==> src/rtl/frma_pkg.sv <==
// ----------------------------------------------------------------------------
// frma_pkg
// Shared widths, reset values and default sizes for the frame rate meter.
// ----------------------------------------------------------------------------
package frma_pkg;

	localparam int TICK_W = 24;
	localparam int RATE_W = 16;

	localparam logic [RATE_W-1:0] RATE_MAX = '1;
	localparam logic [TICK_W-1:0] TICK_RATE_RESET = TICK_W'(1000000);

	localparam int WINDOW_LEN_DEF  = 64;
	localparam int HISTORY_LEN_DEF = 128;
	localparam int DECIMATE_DEF    = 8;

endpackage

==> src/rtl/frma_ram.sv <==
// ----------------------------------------------------------------------------
// frma_ram
// Simple dual-port RAM, one write and one read port, registered read data.
// ----------------------------------------------------------------------------
module frma_ram #(
	parameter int WIDTH = 16,
	parameter int DEPTH = 64,
	localparam int AW = (DEPTH > 1) ? $clog2(DEPTH) : 1
) (
	input  logic             clk,
	input  logic             wr_en,
	input  logic [AW-1:0]    wr_addr,
	input  logic [WIDTH-1:0] wr_data,
	input  logic             rd_en,
	input  logic [AW-1:0]    rd_addr,
	output logic [WIDTH-1:0] rd_data
);

	logic [WIDTH-1:0] mem [DEPTH];

	always_ff @(posedge clk) begin
		if (wr_en) begin
			mem[wr_addr] <= wr_data;
		end
		if (rd_en) begin
			rd_data <= mem[rd_addr];
		end
	end

endmodule

==> src/rtl/frma_div.sv <==
// ----------------------------------------------------------------------------
// frma_div
// Restoring divider, one quotient bit per cycle.
// ----------------------------------------------------------------------------
module frma_div #(
	parameter int NUM_W = 32,
	parameter int DEN_W = 31
) (
	input  logic             clk,
	input  logic             arst_n,
	input  logic             start,
	input  logic [NUM_W-1:0] num,
	input  logic [DEN_W-1:0] den,
	output logic             done,
	output logic [NUM_W-1:0] quotient
);

	localparam int CNT_W = $clog2(NUM_W);

	logic [DEN_W-1:0] rem_q;
	logic [NUM_W-1:0] quo_q;
	logic [DEN_W-1:0] den_q;
	logic [CNT_W-1:0] cnt_q;
	logic             busy_q;
	logic             done_q;

	logic [DEN_W:0] trial;
	logic [DEN_W:0] diff;
	logic           ge;

	// shift in the next numerator bit, subtract when it fits
	assign trial = {rem_q, quo_q[NUM_W-1]};
	assign ge    = trial >= {1'b0, den_q};
	assign diff  = trial - {1'b0, den_q};

	always_ff @(posedge clk or negedge arst_n) begin
		if (!arst_n) begin
			busy_q <= 1'b0;
			done_q <= 1'b0;
			cnt_q  <= '0;
		end else if (start) begin
			busy_q <= 1'b1;
			done_q <= 1'b0;
			cnt_q  <= '0;
		end else if (busy_q) begin
			cnt_q <= cnt_q + 1'b1;
			if (cnt_q == CNT_W'(NUM_W - 1)) begin
				busy_q <= 1'b0;
				done_q <= 1'b1;
			end
		end
	end

	always_ff @(posedge clk) begin
		if (start) begin
			rem_q <= '0;
			quo_q <= num;
			den_q <= den;
		end else if (busy_q) begin
			rem_q <= ge ? diff[DEN_W-1:0] : trial[DEN_W-1:0];
			quo_q <= {quo_q[NUM_W-2:0], ge};
		end
	end

	assign done     = done_q;
	assign quotient = quo_q;

endmodule

==> src/rtl/frame_rate_moving_average.sv <==
// One frame duration goes in, one result comes out. When the window is full, the time from
// one accepted item to the next is set by the bit-serial divider that forms
// (2*N*tick_rate + sum) / (2*sum), with NUM_W = 26 + log2(WINDOW_LEN). While the window is
// still filling, the divider is skipped. The window lives in a RAM read at accept and
// written back in the next cycle, so one item is in flight at a time; the next item is
// taken while the previous result waits in the output register. No clearing
// pass is needed after reset: the fill count masks entries not yet written.
// ----------------------------------------------------------------------------
// frame_rate_moving_average
// Moving-average frame rate meter with decimated history ring.
// ----------------------------------------------------------------------------
module frame_rate_moving_average #(
	parameter int WINDOW_LEN  = frma_pkg::WINDOW_LEN_DEF,
	parameter int HISTORY_LEN = frma_pkg::HISTORY_LEN_DEF,
	parameter int DECIMATE    = frma_pkg::DECIMATE_DEF,
	localparam int HIST_AW    = $clog2(HISTORY_LEN)
) (
	input  logic                        clk,
	input  logic                        arst_n,
	// configuration
	input  logic                        cfg_valid,
	output logic                        cfg_ready,
	input  logic [frma_pkg::TICK_W-1:0] tick_rate,
	// input items
	input  logic                        in_valid,
	output logic                        in_stall,
	input  logic [frma_pkg::TICK_W-1:0] elapsed_ticks,
	// results
	output logic                        out_valid,
	input  logic                        out_stall,
	output logic                        ready_res,
	output logic [frma_pkg::RATE_W-1:0] frames_per_second,
	output logic                        history_written,
	output logic [HIST_AW-1:0]          history_slot
);

	localparam int TW     = frma_pkg::TICK_W;
	localparam int RW     = frma_pkg::RATE_W;
	localparam int WIN_AW = $clog2(WINDOW_LEN);
	localparam int FILL_W = $clog2(WINDOW_LEN + 1);
	localparam int SUM_W  = TW + WIN_AW;
	localparam int NUM_W  = TW + 2 + WIN_AW;
	localparam int DEN_W  = SUM_W + 1;
	localparam int DEC_W  = (DECIMATE > 1) ? $clog2(DECIMATE) : 1;

	typedef enum logic [4:0] {
		ST_IDLE = 5'b00001,
		ST_UPD  = 5'b00010,
		ST_PREP = 5'b00100,
		ST_DIV  = 5'b01000,
		ST_RES  = 5'b10000
	} state_t;

	state_t            state_q;
	logic [TW-1:0]     tick_q;
	logic [TW-1:0]     e_q;
	logic [WIN_AW-1:0] ptr_q;
	logic [FILL_W-1:0] fill_q;
	logic [SUM_W-1:0]  sum_q;
	logic [DEC_W-1:0]  dec_q;
	logic [HIST_AW-1:0] hist_ptr_q;
	logic              rdy_q;
	logic [NUM_W-1:0]  prod_q;

	logic              out_valid_q;
	logic              ready_q;
	logic [RW-1:0]     fps_q;
	logic              hw_q;
	logic [HIST_AW-1:0] slot_q;

	logic              accept;
	logic              filled;
	logic [TW-1:0]     old_e;
	logic [TW-1:0]     win_rd_data;
	logic              div_start;
	logic              div_done;
	logic [NUM_W-1:0]  quotient;
	logic [RW-1:0]     fps;
	logic              load;
	logic              hist_we;

	assign cfg_ready = 1'b1;
	assign in_stall  = (state_q != ST_IDLE);
	assign accept    = in_valid && !in_stall;
	assign filled    = (fill_q == FILL_W'(WINDOW_LEN));

	// entries not yet written read as zero
	assign old_e = filled ? win_rd_data : '0;

	frma_ram #(
		.WIDTH (TW),
		.DEPTH (WINDOW_LEN)
	) u_window (
		.clk     (clk),
		.wr_en   (state_q == ST_UPD),
		.wr_addr (ptr_q),
		.wr_data (e_q),
		.rd_en   (accept),
		.rd_addr (ptr_q),
		.rd_data (win_rd_data)
	);

	assign div_start = (state_q == ST_PREP);

	// a zero sum makes every quotient bit one, which saturates below
	frma_div #(
		.NUM_W (NUM_W),
		.DEN_W (DEN_W)
	) u_div (
		.clk      (clk),
		.arst_n   (arst_n),
		.start    (div_start),
		.num      (prod_q + NUM_W'(sum_q)),
		.den      ({sum_q, 1'b0}),
		.done     (div_done),
		.quotient (quotient)
	);

	always_comb begin
		if (!rdy_q) begin
			fps = '0;
		end else if (quotient[NUM_W-1:RW] != '0) begin
			fps = frma_pkg::RATE_MAX;
		end else begin
			fps = quotient[RW-1:0];
		end
	end

	assign load    = (state_q == ST_RES) && (!out_valid_q || !out_stall);
	assign hist_we = load && rdy_q && (dec_q == '0);

	frma_ram #(
		.WIDTH (RW),
		.DEPTH (HISTORY_LEN)
	) u_history (
		.clk     (clk),
		.wr_en   (hist_we),
		.wr_addr (hist_ptr_q),
		.wr_data (fps),
		.rd_en   (1'b0),
		.rd_addr ('0),
		.rd_data ()
	);

	always_ff @(posedge clk or negedge arst_n) begin
		if (!arst_n) begin
			tick_q <= frma_pkg::TICK_RATE_RESET;
		end else if (cfg_valid && cfg_ready) begin
			tick_q <= tick_rate;
		end
	end

	always_ff @(posedge clk or negedge arst_n) begin
		if (!arst_n) begin
			state_q    <= ST_IDLE;
			ptr_q      <= '0;
			fill_q     <= '0;
			sum_q      <= '0;
			dec_q      <= '0;
			hist_ptr_q <= '0;
			rdy_q      <= 1'b0;
		end else begin
			case (state_q)
				ST_IDLE: begin
					if (accept) begin
						state_q <= ST_UPD;
					end
				end
				ST_UPD: begin
					sum_q <= sum_q - SUM_W'(old_e) + SUM_W'(e_q);
					ptr_q <= (ptr_q == WIN_AW'(WINDOW_LEN - 1)) ? '0 : ptr_q + 1'b1;
					rdy_q <= filled;
					if (filled) begin
						state_q <= ST_PREP;
					end else begin
						fill_q  <= fill_q + 1'b1;
						state_q <= ST_RES;
					end
				end
				ST_PREP: begin
					state_q <= ST_DIV;
				end
				ST_DIV: begin
					if (div_done) begin
						state_q <= ST_RES;
					end
				end
				ST_RES: begin
					if (load) begin
						state_q <= ST_IDLE;
						if (rdy_q) begin
							dec_q <= (dec_q == DEC_W'(DECIMATE - 1)) ? '0 : dec_q + 1'b1;
						end
						if (hist_we) begin
							hist_ptr_q <= (hist_ptr_q == HIST_AW'(HISTORY_LEN - 1)) ?
								'0 : hist_ptr_q + 1'b1;
						end
					end
				end
				default: begin
					state_q <= ST_IDLE;
				end
			endcase
		end
	end

	// item payload and numerator product, no reset needed
	always_ff @(posedge clk) begin
		if (accept) begin
			e_q <= elapsed_ticks;
		end
		if (state_q == ST_UPD) begin
			prod_q <= NUM_W'(tick_q) * NUM_W'(2 * WINDOW_LEN);
		end
	end

	// output register: a finished result waits here for its transaction
	always_ff @(posedge clk or negedge arst_n) begin
		if (!arst_n) begin
			out_valid_q <= 1'b0;
		end else if (load) begin
			out_valid_q <= 1'b1;
		end else if (!out_stall) begin
			out_valid_q <= 1'b0;
		end
	end

	always_ff @(posedge clk) begin
		if (load) begin
			ready_q <= rdy_q;
			fps_q   <= fps;
			hw_q    <= hist_we;
			slot_q  <= hist_we ? hist_ptr_q : '0;
		end
	end

	assign out_valid         = out_valid_q;
	assign ready_res         = ready_q;
	assign frames_per_second = fps_q;
	assign history_written   = hw_q;
	assign history_slot      = slot_q;

	a_fill_bound: assert property (@(posedge clk) disable iff (!arst_n)
		fill_q <= FILL_W'(WINDOW_LEN))
		else $error("fill count beyond window length");

	a_ptr_bound: assert property (@(posedge clk) disable iff (!arst_n)
		ptr_q <= WIN_AW'(WINDOW_LEN - 1))
		else $error("window pointer out of range");

	a_hist_ready: assert property (@(posedge clk) disable iff (!arst_n)
		hist_we |-> (rdy_q && filled))
		else $error("history written for a result that is not ready");

	a_out_from_res: assert property (@(posedge clk) disable iff (!arst_n)
		$rose(out_valid_q) |-> $past(state_q == ST_RES))
		else $error("result presented without a finished item");

	a_div_in_div: assert property (@(posedge clk) disable iff (!arst_n)
		(state_q == ST_DIV) |=> (state_q == ST_DIV || state_q == ST_RES))
		else $error("divider wait left to an unexpected state");

endmodule
==> config.mk <==
export PLATFORM = sky130hd
export DESIGN_NAME = frame_rate_moving_average
export DESIGN_NICKNAME = d
export VERILOG_FILES = /design/src/rtl/frma_pkg.sv /design/src/rtl/frma_ram.sv /design/src/rtl/frma_div.sv /design/src/rtl/frame_rate_moving_average.sv
export SDC_FILE = /design/constraint.sdc
export NUM_CORES = 2
export LEC_CHECK = 0
export ABC_AREA = 1
export BUFFER_PORTS_ARGS = -buffer_cell sky130_fd_sc_hd__buf_2
export CORE_UTILIZATION = 63
export DETAILED_ROUTE_END_ITERATION = 8
export PLACE_DENSITY = 0.79
export SYNTH_ARGS = -nofsm -noshare
export SYNTH_HDL_FRONTEND = slang
export SYNTH_SLANG_ARGS = --single-unit
==> constraint.sdc <==
create_clock -name clk -period 4 [get_ports clk]
set_input_delay 0.2 -clock clk [delete_from_list [all_inputs] [get_ports clk]]
set_output_delay 0.2 -clock clk [all_outputs]
set_load 0.005 [all_outputs]
* After elaboration in Yosys (flattened, before gate mapping)
Memories as Yosys holds them, arrays and structs flattened. A register that Yosys moved wholly into a read port is not among the register bits.
Cells that the tools add are included.
** Operators by class
- Add/sub/neg operators :: 9
- $mul :: 0
- Div/mod/pow operators :: 0
- Magnitude comparators :: 1
- Equality and inequality tests :: 15
- Shift operators :: 0
- Muxes and demuxes :: 25
- Bitwise gates (word level) :: 1
- Reduce and logical (&&, ||, !) cells :: 17
** Operator list (number)
- $mux 32 :: 2
- $add 31x30->32 :: 1
- $ge 32x31->1 :: 1
- $mux 31 :: 1
- $sub 31x31->31 :: 1
- $add 30x24->30 :: 1
- $mux 5 :: 6
- $sub 30x24->30 :: 1
- $pmux 5 s5 :: 1
- $mux 24 :: 1
- $mux 16 :: 1
- $reduce_bool 16->1 :: 1
- $add 7x1->7 const B :: 2
- $eq 7x7->1 const B :: 2
- $eq 5x5->1 const B :: 2
- $mux 1 :: 10
- $reduce_and 3->1 :: 3
- $mux 7 :: 1
- $add 6x1->6 const B :: 1
- $eq 6x6->1 const B :: 1
- $mux 6 :: 1
- $add 5x1->5 const B :: 1
- $eq 5x1->1 const B :: 1
- $eq 5x2->1 const B :: 1
- 15 further kinds :: 24
** Storage, ports and cells
- Register bits after elaboration :: 257
- Latch bits :: 0
- Bits in writable memories :: 1536
- Memory bits (read-only) :: 0
- Input bits :: 53
- Memories kept :: 1
** Memories
- u_window.mem :: depth 64, width 24, read ports 1, clocked after memory_dff 1, wr ports 1, line frma_ram.sv:19 : logic [WIDTH-1:0] mem [DEPTH];

* Logic depth before layout (Yosys ltp)
- Depth in word-level cells :: 6
- Gate-level depth with buffers :: 22
- Mapped depth without buffers :: 21

* Hierarchy
A second synthesis with hierarchy kept.
** Second synthesis, totals
- Cells, all modules :: 7509
- Area total of the unflattened synthesis :: 80110.6 µm²
** By module, submodules not included
- frma_ram :: times used 1, cells each 5230, area each 62995.4 µm², seq. area each 46844.9 µm²
- frame_rate_moving_average :: times used 1, cells each 1307, area each 10364.9 µm², seq. area each 4304.1 µm²
- frma_div :: times used 1, cells each 972, area each 6750.2 µm², seq. area each 2687.6 µm²

* Least setup slack after synthesis
Ideal clock, no wire load.
- Path kind :: register -> register
- Start point :: register fill_q[0]
- End point :: register sum_q[20]
- Arrival :: 3.248 ns
- Required time :: 3.881 ns
- Slack :: 0.633 ns
- Cell stages (with the launch flop) :: 23
- Buffers on the path :: 1
- Clock period less this slack :: 3.367 ns
- Path through :: dfrtp_1 > inv_1 > ha_1 > nand2_1 > nor4_1 > inv_2 > clkbuf_1 > nor2_1 > ha_1 > inv_1 > ha_1 > inv_1 > fa_1 > o21ai_0 > nand2_1 > nand2_1 > nand3_1 > nand2_1 > nand2_1 > nand2_1 > nand2_1 > nand3_1 > nand2_1
** On the way
- Longest elaborated chain between the ends :: 4
** Ends and longest elaborated chain
- start: declaration :: line frame_rate_moving_average.sv:58 : logic [FILL_W-1:0] fill_q;
- start signal: assignment :: line frame_rate_moving_average.sv:176 : fill_q <= fill_q + 1'b1;
- $eq 7x7->1 :: line frame_rate_moving_average.sv:85 : assign filled = (fill_q == FILL_W'(WINDOW_LEN));
- $mux 24 :: line frame_rate_moving_average.sv:88 : assign old_e = filled ? win_rd_data : '0;
- $sub 30x24->30 :: line frame_rate_moving_average.sv:170 : sum_q <= sum_q - SUM_W'(old_e) + SUM_W'(e_q);
- $add 30x24->30 :: line frame_rate_moving_average.sv:170
- end signal: assignment :: line frame_rate_moving_average.sv:170
- end: declaration :: line frame_rate_moving_average.sv:59 : logic [SUM_W-1:0] sum_q;
No other way between the ends.
A chain may end at the register's enable or synchronous reset.

* Worst setup path in the final report
- Start point :: register fill_q[1]
- End point :: register sum_q[28]
The elaborated chain is that of the path after synthesis.

==> flow_summary.yaml <==
clocking:
  cts_made_buffers: 174
  htreeDepth: 4
  tritoncts: "yes"
  clock_latency_ps: 830
  root_buffer: "clkbuf_16"
  clockBufferDepth: 3
  cts_sinks: 1817
  clk_pin_slew_ps: 70
timing:
  setup_viol_count_final: 0
  max_freq_mhz: 264.0
  slew_headroom_pct: 32.20
  tightest_slew_ps: 1006
  finalMaxSlewViolations: 0
  period_share_pct: 94.70
  fin_crit_ps: 3788
  final_hold_viol_count: 0
  fin_hold_ws_ps: 29.37
  fin_skew_ps: 55.98
synth:
  async_reset_ff_share_pct: 5.008
  synth_area_leader_cell: "edfxtp_1"
  synth_common_cells: "1916 x nand2_1, 1695 x edfxtp_1, 456 x inv_1, 314 x nor2_1, 257 x nand3_1"
  synth_top_family_by_area: "simple AND/OR/NAND/NOR gates"
  synth_cell_types: 49
  synthXorXnorAreaFrac_pct: 0.5631
  synth_compound_gate_area_share_pct: 4.931
  syn_inst: 6124
  synthSimpleGateAreaFrac_pct: 15.71
  post-synth-top-area-fraction_pct: 68.18
  ys_seq_area_share_pct: 72.07
  synthMuxAreaShare_pct: 0.3620
  syn_avg_cell_area_sq_um: 12.19
  ys_top_cells_by_area: "edfxtp_1 68%, nand2_1 9.6%, dfrtp_1 2.8%"
  ys_ff_latch: 1817
  yosysMostFrequentCell: "nand2_1"
  synth_edf_count: 1695
  yosysWarnings: 0
  ys.flop_type: "edfxtp_1"
  synthAdderAreaFrac_pct: 2.239
  netlist_area_sq_um: 74660
  syn_nets: 6295
placed_design:
  placed_cell_area_sq_um: 78030
  routabilityCongestion: 0.9851
  port_buffers: 79
  hpwl_microns: 125700
critical_path:
  reg2reg_slack_ps: 210
  endpoint: "sum_q[28]$_DFFE_PN0P_"
  path_class: "flip-flop to flip-flop"
  r2r-start: "fill_q[1]$_DFFE_PN0P_"
  crit_fanout: 10
  critPathLaunchType: "flip-flop"
  crit_path_end_kind: "flip-flop"
  cp.arrival_ps: 4450
  r2r_end: "sum_q[28]$_DFFE_PN0P_"
  reg2regPathDepth: 21
  crit_start: "fill_q[1]$_DFFE_PN0P_"
  worstPathRequired_ps: 4660
power:
  p_sw_share_pct: 33.95
  power_density_nw_per_um2: 635.1
  switching_power_mw: 18.21
  combPwrFrac_pct: 26.8
  vdd_ir_drop_max_mv: 0.5532
  p_seq_share_pct: 42.9
  p_leak_nw: 31.34
  power_mw: 53.64
  power.internal_mw: 35.43
  p_clk_share_pct: 30.3
grt:
  grt.overflow.total: 0
  grt_pass1_wl_microns: 309600
  grt_max_degree: 97
  grt_pass1_vias: 49350
  grt_util_all_layers_pct: 35.37
  antenna_found_initial: 6
floorplan:
  die_w_microns: 346.2
  core_area_sq_um: 116800
  io_pins: 81
  rows: 125
  die_area_sq_um: 119900
  fp.dieH_microns: 346.2
  start_util_pct: 63.90
status:
  outcome: "finished, violations left"
  violations: "design-rule violations"
final_layout:
  fin_util_pct: 72.29
  num_antenna_cells: 0
  drive_gt1_share_pct: 10.56
  fin_area_sq_um: 84460
  area_growth_pct: 13.13
  final_net_count: 6616
drt:
  routed-via-count: 50530
  drt_pre_antenna_iters: 9
  routed_wl_microns: 212200
  drtIter0Drc: 7331
  wl_met2_microns: 99080
  vias_per_cell: 6.229
  detail_route.wl_per_cell_microns: 26.16
  drcViolationCount: 1
  wl_met1_microns: 74190
  drtAntennaViolNets: 0
  highest_layer: "met5"
  dr_wl_met3_microns: 24270
hold_path:
  hp-start: "cfg_valid"
  hold_class: "input pin to flip-flop"
job:
  maxCapViolCount: 0
-- layer usage --
metal	global-route usage (%)	up-vias
li1	-	22070
met2	55.87	3575
met4	22.58	2
met3	6.607	643
met1	45.52	24240
met5	0	-
-- critical path, cell delays in order (launching register included) --
cell,delay (ps)
dfrtp_1,380
inv_1,110
ha_1,170
nand2_1,90
nor4_4,310
buf_4,200
clkinvlp_4,70
buf_4,180
nor2_1,130
fa_1,420
inv_1,60
ha_1,260
a21oi_1,230
o21ai_0,180
nand2_1,100
nand2_1,130
nand3_1,100
nand2_1,150
nand2_1,130
nand3_1,80
nand3_1,90
nand2_1,70
-- power groups by stage --
stage                     sequential, mW  combinational, mW  clock, mW
after global routing                23.0               15.5       17.0
final                               23.0               14.4       16.3
after CTS                           23.0               14.0       16.3
after floorplan                     23.5               8.66          0
after global placement              23.4               13.5          0
after detailed placement            23.4               13.8          0
-- layout by cell type (no fill, tap or decap), types with 93 or more instances in the layout --
master | synthesis | layout
buf_4 | 9 | 176
nand4_1 | 237 | 237
nand3_1 | 257 | 256
clkbuf_16 | 0 | 175
inv_1 | 456 | 454
o21ai_0 | 176 | 176
edfxtp_1 | 1695 | 1695
o21ai_1 | 93 | 93
nand2_1 | 1916 | 1916
a22oi_1 | 171 | 171
a21oi_1 | 118 | 118
nor2_1 | 314 | 243
-- worst min-delay path by stage --
| stage | endpoint | slack [ps] | depth (start not counted) |
|---|---|---|---|
| finish | tick_q[10]$_DFFE_PN0P_ | 30 | 2 |
| global route | tick_q[10]$_DFFE_PN0P_ | 40 | 2 |
| CTS | tick_q[4]$_DFFE_PN0P_ | 1 | 2 |
| detailed placement | dec_q[2]$_DFFE_PN0P_ | 290 | 1 |
| global placement | dec_q[2]$_DFFE_PN0P_ | 280 | 1 |
| floorplan | dec_q[0]$_DFFE_PN0P_ | -100 | 0 |
-- through the flow --
step | instances | setup slack (ps) | TNS [ps]
after floorplan | 6124 | 632.9 | 0
after global placement | 7716 | 171.7 | 0
after detailed placement | 7716 | 143.7 | 0
after CTS | 8109 | 66.13 | 0
after global routing | 8113 | -24.68 | -46.71
final | 8113 | 212.1 | 0
-- final cells by class --
class                   count  area, sq um
clock buffers             209         4527
repair buffers            368         3273
well taps                1524         1907
repair inverters            1        7.507
multi-input cells        3611        18010
flip-flops and latches   1817        53810
clock inverters           111         1105
fillers                  7332        32370
inverters                 472         1817
-- what timing repair did --
item                                    4_1_cts  5_1_grt
hold buffers                                 73        0
endpoints found under the setup margin        0       15
resized for setup                             0        4
hold endpoints to repair                    108        0
setup buffers                                 0        3
-- cells by family after synthesis --
kind of cell,Yosys count
AND/OR/NAND/NOR,2808
flip-flops,1817
buffers and inverters,696
AO/OA/AOI/OAI,612
adder cells (fa/ha/maj),118
XOR/XNOR,48
multiplexers,24
other,1
-- registers in the layout (all words and copies together) (netlist names), 3 cells and up --
signal,flops
u_window.mem,1536
frames_per_second,16
u_window.rd_data,24
hist_ptr_q,7
dec_q,3
prod_q,24
state_q,5
tick_q,24
fill_q,7
sum_q,30
u_div.quotient,32
u_div.den_q,30
e_q,24
u_div.rem_q,31
ptr_q,6
history_slot,7
u_div.cnt_q,5
Power figures use the tool's default switching activity.
